**src/rtl/complex_arithmetic_unit_macros.svh**
```systemverilog
// Assertion helpers for the complex arithmetic unit.
// Each macro expects clk_i and rst_ni in scope.
`ifndef COMPLEX_ARITHMETIC_UNIT_MACROS_SVH
`define COMPLEX_ARITHMETIC_UNIT_MACROS_SVH

// Same-cycle implication.
`define CAU_ASSERT_IMP(lbl, ante, cons) \
  lbl: assert property (@(posedge clk_i) disable iff (!rst_ni) (ante) |-> (cons)) \
    else $error("complex_arithmetic_unit: assertion failed");

// Next-cycle implication.
`define CAU_ASSERT_NXT(lbl, ante, cons) \
  lbl: assert property (@(posedge clk_i) disable iff (!rst_ni) (ante) |=> (cons)) \
    else $error("complex_arithmetic_unit: assertion failed");

`endif

```
**src/rtl/cau_pkg.sv**
```systemverilog
// ----------------------------------------------------------------------------
// cau_pkg
// Shared types, codes and saturation helpers of the complex arithmetic unit.
// ----------------------------------------------------------------------------
`default_nettype none

package cau_pkg;

  localparam int unsigned WordBits = 32;
  localparam int unsigned FracBits = 16;

  typedef logic signed [WordBits-1:0] word_t;

  typedef enum logic [3:0] {
    OP_ADD = 4'd0,
    OP_SUB = 4'd1,
    OP_MUL = 4'd2,
    OP_DIV = 4'd3,
    OP_MAG = 4'd4,
    OP_LT  = 4'd5,
    OP_GT  = 4'd6,
    OP_LE  = 4'd7,
    OP_GE  = 4'd8,
    OP_EQ  = 4'd9,
    OP_NE  = 4'd10
  } op_e;

  typedef enum logic [2:0] {
    CLS_ADD,
    CLS_SUB,
    CLS_MUL,
    CLS_DIV,
    CLS_MAG,
    CLS_CMP,
    CLS_EQ,
    CLS_NONE
  } cls_e;

  typedef enum logic [1:0] {
    ST_OK  = 2'd0,
    ST_DZ  = 2'd1,
    ST_SAT = 2'd2
  } status_e;

  typedef struct packed {
    cls_e  cls;
    op_e   op;
    word_t ar;
    word_t ai;
    word_t br;
    word_t bi;
  } item_t;

  typedef struct packed {
    word_t val;
    logic  sat;
  } sat_t;

  // Clamp a sign/magnitude value to the signed word range.
  function automatic sat_t sat_mag(input logic neg, input logic ovf,
                                   input logic [WordBits-1:0] mag);
    logic [WordBits-1:0] lim;
    sat_t r;
    lim = neg ? {1'b1, {(WordBits-1){1'b0}}} : {1'b0, {(WordBits-1){1'b1}}};
    if (ovf || (mag > lim)) begin
      r.val = lim;
      r.sat = 1'b1;
    end else begin
      r.val = neg ? (~mag + 1'b1) : mag;
      r.sat = 1'b0;
    end
    return r;
  endfunction

  // Clamp a sum that grew by one bit.
  function automatic sat_t sat_sum(input logic [WordBits:0] s);
    sat_t r;
    r.sat = s[WordBits] != s[WordBits-1];
    if (r.sat) begin
      r.val = s[WordBits] ? {1'b1, {(WordBits-1){1'b0}}} : {1'b0, {(WordBits-1){1'b1}}};
    end else begin
      r.val = s[WordBits-1:0];
    end
    return r;
  endfunction

endpackage

`default_nettype wire

```
**src/rtl/cau_front.sv**
```systemverilog
// ----------------------------------------------------------------------------
// cau_front
// Input stage: accepts a transaction, unpacks operands and classifies opcode.
// ----------------------------------------------------------------------------
`default_nettype none

module cau_front (
  input  wire                 clk_i,
  input  wire                 rst_ni,
  input  wire                 s_valid_i,
  output logic                s_ready_o,
  input  wire  [127:0]        s_data_i,
  input  wire  [3:0]          s_op_i,
  output cau_pkg::item_t      item_o,
  output logic                vld_o,
  input  wire                 rdy_i
);

  logic           vld_q, vld_d;
  cau_pkg::item_t item_q, item_d;
  cau_pkg::op_e   op;

  assign op        = cau_pkg::op_e'(s_op_i);
  assign s_ready_o = !vld_q || rdy_i;

  always_comb begin
    item_d.op = op;
    item_d.ar = s_data_i[31:0];
    item_d.ai = s_data_i[63:32];
    item_d.br = s_data_i[95:64];
    item_d.bi = s_data_i[127:96];
    unique case (op)
      cau_pkg::OP_ADD: item_d.cls = cau_pkg::CLS_ADD;
      cau_pkg::OP_SUB: item_d.cls = cau_pkg::CLS_SUB;
      cau_pkg::OP_MUL: item_d.cls = cau_pkg::CLS_MUL;
      cau_pkg::OP_DIV: item_d.cls = cau_pkg::CLS_DIV;
      cau_pkg::OP_MAG: item_d.cls = cau_pkg::CLS_MAG;
      cau_pkg::OP_LT, cau_pkg::OP_GT,
      cau_pkg::OP_LE, cau_pkg::OP_GE: item_d.cls = cau_pkg::CLS_CMP;
      cau_pkg::OP_EQ, cau_pkg::OP_NE: item_d.cls = cau_pkg::CLS_EQ;
      default:         item_d.cls = cau_pkg::CLS_NONE;
    endcase
    vld_d = s_ready_o ? s_valid_i : vld_q;
  end

  always_ff @(posedge clk_i or negedge rst_ni) begin
    if (!rst_ni) begin
      vld_q <= 1'b0;
    end else begin
      vld_q <= vld_d;
    end
  end

  always_ff @(posedge clk_i) begin
    if (s_ready_o && s_valid_i) begin
      item_q <= item_d;
    end
  end

  assign item_o = item_q;
  assign vld_o  = vld_q;

endmodule

`default_nettype wire

```
**config.mk**
```make
export PLATFORM = sky130hd
export DESIGN_NAME = cau_front
export DESIGN_NICKNAME = d
export VERILOG_FILES = /design/src/rtl/complex_arithmetic_unit_macros.svh /design/src/rtl/cau_pkg.sv /design/src/rtl/cau_front.sv
export SDC_FILE = /design/constraint.sdc
export NUM_CORES = 1
export LEC_CHECK = 0
export BUFFER_PORTS_ARGS = -buffer_cell sky130_fd_sc_hd__clkbuf_2
export CAP_MARGIN = 20
export CORE_AREA = 4 4 105 107
export CTS_CLUSTER_SIZE = 8
export DETAILED_ROUTE_END_ITERATION = 6
export DIE_AREA = 0 0 109 111
export GPL_TIMING_DRIVEN = 1
export PLACE_DENSITY_LB_ADDON = 0.2
export SYNTH_ARGS = -nofsm -noshare
export SYNTH_HDL_FRONTEND = slang
export SYNTH_SLANG_ARGS = --single-unit
```
**constraint.sdc**
```tcl
create_clock -name clk_i -period 6 [get_ports clk_i]
set_input_delay 0.6 -clock clk_i [delete_from_list [all_inputs] [get_ports clk_i]]
set_output_delay 0.6 -clock clk_i [all_outputs]
set_load 0.02 [all_outputs]
```
==> results.md <==
- Outcome: finished, final reports clean
- WL final: 9860 um
- Cts hold-fix bufs: 1
- Placed cells: 558
- Worst endpoint required time: between 6 and 7 ns
- Leak: roughly 2.7 nW
- Largest stage delay, worst path: approximately 0.79 ns
- ANT nets after route: 0
- Vias in the first global route: between 2000 and 3000
- Top cells by count, synth: 135 x edfxtp_1, 3 x nand2b_1, 2 x inv_1, 2 x nor2b_1
- Area grow syn2layout: 49.8%
- I/O pins: about 270
- Die height: about 110 um
- Critical path class: flop to flop
- Synthesized area per cell: 28.0 um^2
- Pwr Density: ~350 nW/um^2
- Synth area leader: edfxtp_1
- Max-cap violations: 0
- Relative slew slack: 0.374
- Clk network pwr share: 0.408
- Initial antenna violation count: 0
- Top cells by area, synth: edfxtp_1 97%, dfrtp_1 0.60%, nand2b_1 0.45%
- Peak VDD IR: approximately 0.18 mV
- Worst slew pin tran: around 0.94 ns
- CP Buf/Inv Count: 1
- Final #Nets: 579
- Post-synth EDFFs: between 100 and 150
- Clk_skew: between 0.01 and 0.015 ns
- Mapped Nets: 286
- Crit-path cells: nand2b_1, and2_4, buf_4
- Total power: approximately 0.0022 W
- Yosys warns: 0
- Type of the tightest min-delay check: input pin to flop
- Grt ovf: 0
- Root Driver: clkbuf_8
- Diodes inserted: 0
- Most instantiated library cell after synthesis: edfxtp_1
- Fill count: roughly 800
- Cell with the largest stage delay on the worst path: and2_4
- Clock buffer depth: 2
- Post-Synthesis Cells: approximately 150
- Postcts setup bufs: 0
- RD Place Congestion: ~0.7
- Worst Path Max Fanout: 76
- Worst-skew pair later-pin latency: around 0.52 ns
- Reg clk slew, reported paths: ~0.060 ns
- Worst Setup End Kind: flop
- Largest net degree at the start of global routing: 77
- Net Sw Power: about 0.00048 W
- CTS sink count: 136
- Synth cell types: 11
- Post-DP HPWL: between 7000 and 8000 um
- Router iterations before antenna repair: 4
- Port Buffers: between 200 and 300
- Ys flop type: edfxtp_1
- Async set-reset flop share out of synthesis: 0.00735
- Fin. Hold Viols: 0
- Setup tns final: 0 ns
- Row count: 37
- Slew Limit Fails: 0
- WP data arrival: around 2.6 ns
- CTS Buf Count: 17
- DR iter-0 viols: 83
- Cell area after synthesis: approximately 4200 um^2
- Total GRT Usage: 0.166
- Routed len/inst: roughly 17 um
- CP top delay family: simple AND/OR/NAND/NOR gates
- Post-Layout Cell Count: around 590
- Post-route core utilization: 0.616
- RSZ-0062 raised after global routing: false
- Post-route minimum period: 2.43 ns
- Core Box Area: 10100 um^2
- Cts repair resizes: 0
- Initial Utilization: 0.411
- Startpoint Class: flop
- Post-synth top area share: 0.973
- Setup Viol. Count Final: 0
- Sw frac: 0.218
- Via count: 2558
- Int Power: roughly 0.0017 W
- H-tree lvl count: 4
- Drt drc: 0
- Share of cells above drive strength 1: 0.664
- #FFs+latches synth: between 100 and 150
- Vias per cell: 4.33
- Final period util: 0.405
- Sequential fraction of the synthesis area: 0.979
- Die area: 12100 um^2
- TritonCTS clock tree: yes
- Combinational share of power: 0.084
- Die X: 109 um
- First-pass GRT wire length: 14300 um
- Power share of the sequential group: 0.508
- Maximum clock rate: 0.412 GHz
==> logic make-up after synthesis <==
group / count (synthesis) / synth area share
flops: 136 / 0.979
fa+ha+maj: 1 / 0.00300
compound gates: 2 / 0.00420
buf+inv: 2 / 0.00180
simple gates: 8 / 0.0123
==> layout by cell type (no fill, tap or decap) <==
| cell | count |
|---|---|
| ha_1 | 1 |
| clkbuf_1 | 4 |
| dlygate4sd3_1 | 1 |
| bufinv_16 | 1 |
| clkbuf_16 | 16 |
| clkinvlp_4 | 2 |
| o2bb2ai_1 | 1 |
| clkbuf_2 | 272 |
| clkbuf_8 | 2 |
| inv_1 | 2 |
| nor2b_1 | 2 |
| o31a_1 | 1 |
| nand3b_1 | 1 |
| clkinv_2 | 7 |
| dfrtp_1 | 1 |
| and2_4 | 1 |
| or2_1 | 1 |
| nand2b_1 | 3 |
| buf_4 | 1 |
| edfxtp_1 | 135 |
==> path summary, 6_finish.rpt <==
| path | start | to | slack (ns) | cells past startpoint |
|---|---|---|---|---|
| hold reg to reg | vld_o | vld_o | 0.56 | 2 |
| setup / recovery | vld_o | item_o[118] | 3.57 | 3 |
| max in group asynchronous | rst_ni | vld_o | 5.52 | 2 |
| setup reg to reg | vld_o | item_o[118] | 3.57 | 3 |
| min in group asynchronous | rst_ni | vld_o | 0.40 | 2 |
| hold / removal | s_data_i[76] | item_o[44] | 0.26 | 1 |
==> worst register-to-register path: cells and delay by family, from the launching register on <==
kind / cells / cell delay, ns
buffers and inverters: 1 / 0.74
flip-flops: 1 / 0.38
AND/OR/NAND/NOR: 2 / 0.90
==> power by group through the flow <==
stage	Combinational, W	Clock [W]	Sequential, W
2_1_floorplan	0.0000210	0	0.00121
3_3_place_gp	0.000187	0	0.00114
3_5_place_dp	0.000189	0	0.00114
4_1_cts	0.000190	0.000924	0.00112
5_1_grt	0.000200	0.000981	0.00113
6_report	0.000186	0.000903	0.00112
==> metal layers <==
metal  up-vias  global-route usage  routed length, um
met5         -                   0                  0
met4         0              0.0800                184
met1      1169               0.162               3280
li1       1190                   -                  -
met2       185               0.278               4950
met3        14              0.0938               1450
==> final cells by class <==
class / count / area [um^2] / share of cell area
multi-input combinational: 11 / 83.8 / 0.0134
timing repair buffer: 274 / 1380 / 0.221
inverter: 2 / 7.51 / 0.00120
sequential: 136 / 4080 / 0.653
clock buffer: 22 / 443 / 0.0710
tap: 136 / 170 / 0.0273
clock inverter: 10 / 80.1 / 0.0128
==> flip-flops by register name (all words and copies together) (netlist names) <==
name,cells
item_o,135
vld_o,1
==> metrics by stage <==
| step | setup WS (ns) | hold WS [ns] | instance area [um^2] |
|---|---|---|---|
| final | 3.57 | 0.256 | 6240 |
| after global routing | 3.40 | 0.222 | 6240 |
| after CTS | 3.55 | 0.224 | 6240 |
| after detailed placement | 3.24 | 0.376 | 5710 |
| after global placement | 3.25 | 0.377 | 5710 |
| after floorplan | 1.49 | 0.304 | 4170 |
No activity file was read; power rests on OpenSTA's default activity.
