## src/rtl/complex_arithmetic_unit_macros.svh

```systemverilog
// Assertion helpers for the complex arithmetic unit.
// Each macro expects clk_i and rst_ni in scope.
`ifndef COMPLEX_ARITHMETIC_UNIT_MACROS_SVH
`define COMPLEX_ARITHMETIC_UNIT_MACROS_SVH

// Same-cycle implication.
`define CAU_ASSERT_IMP(lbl, ante, cons) \
  lbl: assert property (@(posedge clk_i) disable iff (!rst_ni) (ante) |-> (cons)) \
    else $error("complex_arithmetic_unit: assertion failed");

// Next-cycle implication.
`define CAU_ASSERT_NXT(lbl, ante, cons) \
  lbl: assert property (@(posedge clk_i) disable iff (!rst_ni) (ante) |=> (cons)) \
    else $error("complex_arithmetic_unit: assertion failed");

`endif

```

## src/rtl/cau_pkg.sv

```systemverilog
// ----------------------------------------------------------------------------
// cau_pkg
// Shared types, codes and saturation helpers of the complex arithmetic unit.
// ----------------------------------------------------------------------------
`default_nettype none

package cau_pkg;

  localparam int unsigned WordBits = 32;
  localparam int unsigned FracBits = 16;

  typedef logic signed [WordBits-1:0] word_t;

  typedef enum logic [3:0] {
    OP_ADD = 4'd0,
    OP_SUB = 4'd1,
    OP_MUL = 4'd2,
    OP_DIV = 4'd3,
    OP_MAG = 4'd4,
    OP_LT  = 4'd5,
    OP_GT  = 4'd6,
    OP_LE  = 4'd7,
    OP_GE  = 4'd8,
    OP_EQ  = 4'd9,
    OP_NE  = 4'd10
  } op_e;

  typedef enum logic [2:0] {
    CLS_ADD,
    CLS_SUB,
    CLS_MUL,
    CLS_DIV,
    CLS_MAG,
    CLS_CMP,
    CLS_EQ,
    CLS_NONE
  } cls_e;

  typedef enum logic [1:0] {
    ST_OK  = 2'd0,
    ST_DZ  = 2'd1,
    ST_SAT = 2'd2
  } status_e;

  typedef struct packed {
    cls_e  cls;
    op_e   op;
    word_t ar;
    word_t ai;
    word_t br;
    word_t bi;
  } item_t;

  typedef struct packed {
    word_t val;
    logic  sat;
  } sat_t;

  // Clamp a sign/magnitude value to the signed word range.
  function automatic sat_t sat_mag(input logic neg, input logic ovf,
                                   input logic [WordBits-1:0] mag);
    logic [WordBits-1:0] lim;
    sat_t r;
    lim = neg ? {1'b1, {(WordBits-1){1'b0}}} : {1'b0, {(WordBits-1){1'b1}}};
    if (ovf || (mag > lim)) begin
      r.val = lim;
      r.sat = 1'b1;
    end else begin
      r.val = neg ? (~mag + 1'b1) : mag;
      r.sat = 1'b0;
    end
    return r;
  endfunction

  // Clamp a sum that grew by one bit.
  function automatic sat_t sat_sum(input logic [WordBits:0] s);
    sat_t r;
    r.sat = s[WordBits] != s[WordBits-1];
    if (r.sat) begin
      r.val = s[WordBits] ? {1'b1, {(WordBits-1){1'b0}}} : {1'b0, {(WordBits-1){1'b1}}};
    end else begin
      r.val = s[WordBits-1:0];
    end
    return r;
  endfunction

endpackage

`default_nettype wire

```

## src/rtl/cau_queue.sv

```systemverilog
// ----------------------------------------------------------------------------
// cau_queue
// Two-entry queue between the front and the execution pipeline.
// ----------------------------------------------------------------------------
`default_nettype none

module cau_queue (
  input  wire             clk_i,
  input  wire             rst_ni,
  input  wire             push_i,
  input  cau_pkg::item_t  item_i,
  output logic            full_o,
  input  wire             pop_i,
  output cau_pkg::item_t  item_o,
  output logic            empty_o
);

  localparam int unsigned Depth = 2;
  localparam int unsigned PtrW  = $clog2(Depth);

  cau_pkg::item_t       mem_q [Depth];
  logic [PtrW-1:0]      wr_q, wr_d, rd_q, rd_d;
  logic [PtrW:0]        cnt_q, cnt_d;
  logic                 do_push, do_pop;

  assign full_o  = cnt_q == (PtrW+1)'(Depth);
  assign empty_o = cnt_q == '0;
  assign do_push = push_i && !full_o;
  assign do_pop  = pop_i && !empty_o;
  assign item_o  = mem_q[rd_q];

  always_comb begin
    wr_d  = do_push ? wr_q + 1'b1 : wr_q;
    rd_d  = do_pop ? rd_q + 1'b1 : rd_q;
    cnt_d = cnt_q + (PtrW+1)'(do_push) - (PtrW+1)'(do_pop);
  end

  always_ff @(posedge clk_i or negedge rst_ni) begin
    if (!rst_ni) begin
      wr_q  <= '0;
      rd_q  <= '0;
      cnt_q <= '0;
    end else begin
      wr_q  <= wr_d;
      rd_q  <= rd_d;
      cnt_q <= cnt_d;
    end
  end

  always_ff @(posedge clk_i) begin
    if (do_push) begin
      mem_q[wr_q] <= item_i;
    end
  end

endmodule

`default_nettype wire

```

## config.mk

```make
export PLATFORM = sky130hd
export DESIGN_NAME = cau_queue
export DESIGN_NICKNAME = d
export VERILOG_FILES = /design/src/rtl/complex_arithmetic_unit_macros.svh /design/src/rtl/cau_pkg.sv /design/src/rtl/cau_queue.sv
export SDC_FILE = /design/constraint.sdc
export NUM_CORES = 1
export LEC_CHECK = 0
export BUFFER_PORTS_ARGS = -buffer_cell sky130_fd_sc_hd__buf_2
export CORE_ASPECT_RATIO = 0.9
export CORE_MARGIN = 1
export CORE_UTILIZATION = 47
export CTS_BUF_LIST = sky130_fd_sc_hd__clkbuf_16
export DETAILED_ROUTE_END_ITERATION = 6
export PLACE_DENSITY_LB_ADDON = 0.05
export SLEW_MARGIN = 20
export SYNTH_ARGS = -nofsm -noshare
export SYNTH_HDL_FRONTEND = slang
export SYNTH_SLANG_ARGS = --single-unit
```

## constraint.sdc

```tcl
create_clock -name clk_i -period 7.2 [get_ports clk_i]
set_input_delay 0.72 -clock clk_i [delete_from_list [all_inputs] [get_ports clk_i]]
set_output_delay 0.72 -clock clk_i [all_outputs]
set_load 0.1 [all_outputs]
```

==> results.txt <==
The flow ran to the end, and the final reports show no timing, DRC or antenna violations. Across the run, the number of max-cap violations was 0. Startpoint of the tightest hold check path: item_i[0]. The total number of placement rows is 50.

Setup slack on the worst reg-to-reg path comes out at 4.46 ns. sky130_fd_sc_hd__edfxtp_1 takes more of the synthesized area than any other cell. For the worst max-slew margin expressed relative to the limit, the log shows 0.3031.

For this run, the post-layout net count is 875. The instance count along the most critical hold path is 1, and the endpoint required time on the critical path is 6.48 ns. Synthesized netlist net count: 579. The worst register-to-register path ends at mem_q[1][12]$_DFFE_PP_. For the worst setup path, the data arrival time is 3.40 ns. The slowest cell on the critical path is sky130_fd_sc_hd__dfrtp_4. In this run the mean area of a mapped cell was 23.03 µm².

The stage delay of the slowest cell on the critical path was 1.10 ns; the weighted congestion at the end of routability-driven global placement was 0.7692. The initial detailed-routing violation count came out at 260. Dividing the detail-routed wire length by the instance count gives 18.55 µm.

The share of layout cells above drive strength 1 was 0.6079; the antenna violation net count after detailed routing was 0. For this design the top-level I/O count stands at 276. For the final database, setup skew stands at 0.01195 ns. Wires add up to 19.39 mm. The area occupied by registers was 8212 µm²; the maximum fanout along the worst path was 74.

The critical path is of the reg2out type. The area growth from synthesis to layout is 26.01%. Dividing the detail-routed via count by the number of cells gives 4.868.

The iteration count of the initial detailed-routing pass was 4. The number of fill cells was 1646. For this run, the leading register cell type out of synthesis is sky130_fd_sc_hd__edfxtp_1. The sum of overflow across all layers after global routing came out at 0.

Counting cells, the worst reg-to-reg path comes to 3. Hold timing on the final database bottoms out at a slack of 0.3784 ns. STA classifies the critical path startpoint as a register. The maximum clock insertion buffer count is 3, and the ratio of final minimum period to clock period is 0.5725. The die area is 22060 µm², and the clock sink count is 274. By instance count, the leading cell after synthesis is sky130_fd_sc_hd__edfxtp_1. After synthesis the netlist holds a flip-flop and latch count of 274.

The number of enable flip-flop cells after synthesis was 270. For this run, design rule violations remaining after detail routing come to 0. Once the clock tree was built, the resizer swapped 0 gates to a different size. For the starting density of the core, the log shows 0.4828. The run gives 0.8136 as the sequential cell area fraction in the yosys report.

The final number of hold-violating endpoints is 0. For the worst-skew pair, the clock arrives at the later sink with an insertion delay of 0.52 ns. For the post-cts hold buffer count, the log shows 1. The worst hold path terminates at mem_q[1][0]$_DFFE_PP_.

Derived from the worst setup path, the maximum achievable clock frequency is 0.2426 GHz. The run gives 5 as the number of antenna violations at the first check in global routing. Walking the worst path, the cells encountered are buf_4 > mux2_2 > buf_2.

The area occupied by multi-input gates was 1773 µm²; the number of buffers added for setup after CTS was 0. After synthesis, the cell types taking the most area are sky130_fd_sc_hd__edfxtp_1 (80%), sky130_fd_sc_hd__mux2_2 (11%), sky130_fd_sc_hd__mux2_4 (6.0%), sky130_fd_sc_hd__dfrtp_1 (0.99%), sky130_fd_sc_hd__buf_6 (0.67%). The cell area that synthesis handed to floorplanning was 10090 µm².

Measured along the x axis, the die boundary spans 156.4 µm. In this run the critical register-to-register path is launched from cnt_q[1]$_DFF_PN0_. The number of port buffers is 275, and the CTS clock-pin slew for the worst setup and hold paths is 0.06 ns.

The worst setup path is captured at an output pin. Synthesis produced a netlist whose cell count is 438. In the final timing run, aggregate negative setup slack is 0 ns. TritonCTS created 29 clock buffers.

Setup repair after global routing left no endpoint under its margin. TritonCTS built the clock tree. For the finished layout, the period the worst path requires is 4.122 ns.

In this run the clock root is driven by a sky130_fd_sc_hd__clkbuf_16. Setup violations remaining at the end of the flow were counted as 0. The slew of the pin with the lowest slew margin is 1.045 ns. The final route contains 5087 vias.

Detailed placement finished with a half-perimeter wire length of 12.78 mm. The first global-routing pass estimated 28.32 mm of wire. The min-delay analysis places its worst path in the category in2reg.

The max-slew violation count was 0. The area fraction of the dominant cell type after synthesis came out at 0.8037. The largest net degree at the start of global routing was 75. In the synthesized netlist, the cells that appear most often are sky130_fd_sc_hd__edfxtp_1 (270), sky130_fd_sc_hd__mux2_2 (95), sky130_fd_sc_hd__mux2_4 (40). The share of synthesized flip-flops with an asynchronous set or reset was 0.01460; the placeable core region was 20900 µm². The Yosys step of the flow raised 0 warnings.

The via count of the first global-routing pass came out at 5373. The chip height works out to 141.0 µm. The run gives 1 as the number of H-tree levels.

The global-route usage over all layers is 0.1712. Yosys mapped the design onto 15 distinct sky130hd cell types.
## cell usage in the layout (no fill, tap or decap)
master                            n
sky130_fd_sc_hd__buf_2          275
sky130_fd_sc_hd__edfxtp_1       270
sky130_fd_sc_hd__mux2_2          95
sky130_fd_sc_hd__mux2_4          40
sky130_fd_sc_hd__clkbuf_16       29
sky130_fd_sc_hd__inv_1            7
sky130_fd_sc_hd__clkinv_2         6
sky130_fd_sc_hd__clkinv_1         5
sky130_fd_sc_hd__diode_2          4
sky130_fd_sc_hd__bufinv_16        4
sky130_fd_sc_hd__buf_4            4
sky130_fd_sc_hd__xnor2_1          3
sky130_fd_sc_hd__clkinvlp_4       3
sky130_fd_sc_hd__dfrtp_1          3
sky130_fd_sc_hd__ha_1             2
sky130_fd_sc_hd__nor2_1           1
sky130_fd_sc_hd__nor2b_1          1
sky130_fd_sc_hd__nand2b_1         1
sky130_fd_sc_hd__nand2_1          1
sky130_fd_sc_hd__nor2_4           1
sky130_fd_sc_hd__and3_4           1
sky130_fd_sc_hd__xor2_1           1
sky130_fd_sc_hd__dlygate4sd3_1    1
sky130_fd_sc_hd__dfrtp_4          1
## cell families (layout without fill, tap and decap cells)
group,count (synthesis),count (layout),share of synthesized area
muxes,135,135,0.1656
xor gates and xnor gates,4,4,0.003473
and+or+nand+nor,6,6,0.002978
DFF,274,274,0.8136
adders and majority gates,2,2,0.002480
buffers and inverters,17,334,0.01191
other,0,4,0
## per-layer routing
layer | part of all wire | global-route usage | wire length (µm) | vias up
met5 | 0.0012 | 0 | 23 | -
met2 | 0.50 | 0.2963 | 9666 | 204
met3 | 0.085 | 0.05380 | 1643 | 32
met1 | 0.39 | 0.2063 | 7631 | 2497
li1 | - | - | - | 2350
met4 | 0.022 | 0.04747 | 420 | 4
## area by class of cell
| class | count | share of cell area |
|---|---|---|
| Inverter | 2 | 0.0005906 |
| Sequential cell | 274 | 0.6460 |
| Clock buffer | 29 | 0.05709 |
| Antenna cell | 4 | 0.0007874 |
| Timing Repair Buffer | 280 | 0.1114 |
| Tap cell | 286 | 0.02815 |
| Clock inverter | 23 | 0.01654 |
| Multi-Input combinational cell | 147 | 0.1395 |
## through the flow
stage | instance area (µm²) | utilization | setup slack [ns] | instances
2_1_floorplan | 10090 | - | 0.1474 | 438
3_3_place_gp | 11760 | 0.5626 | 3.623 | 988
3_5_place_dp | 11760 | 0.5626 | 3.583 | 988
4_1_cts | 12700 | 0.6079 | 3.006 | 1041
5_1_grt | 12700 | 0.6079 | 2.877 | 1041
6_report | 12710 | 0.6084 | 3.078 | 1045
## registers in the layout (all words and copies together), names as in the netlist
name / flops
cnt_q: 2
rd_q: 1
wr_q: 1
mem_q: 270
## critical path: cells and delay by family, from the launching register on
family,cells,cell delay (ns)
buffers and inverters,2,1.31
flip-flops,1,1.10
multiplexers,1,0.33
## how the worst max path moves through the flow
stage                                start                    end  slack (ns)  cells past startpoint
final                     rd_q$_DFFE_PN0P_             item_o[62]        3.08                      3
after floorplan                     push_i  mem_q[0][0]$_DFFE_PP_        0.15                      2
after detailed placement  rd_q$_DFFE_PN0P_             item_o[51]        3.58                      3
after CTS                 rd_q$_DFFE_PN0P_             item_o[62]        3.01                      3
after global placement    rd_q$_DFFE_PN0P_             item_o[65]        3.62                      3
after global routing      rd_q$_DFFE_PN0P_             item_o[62]        2.88                      3
Power is left out: the tool's default activity adds up to more than one toggle a clock period on the data nets, which glitch-free logic cannot reach.
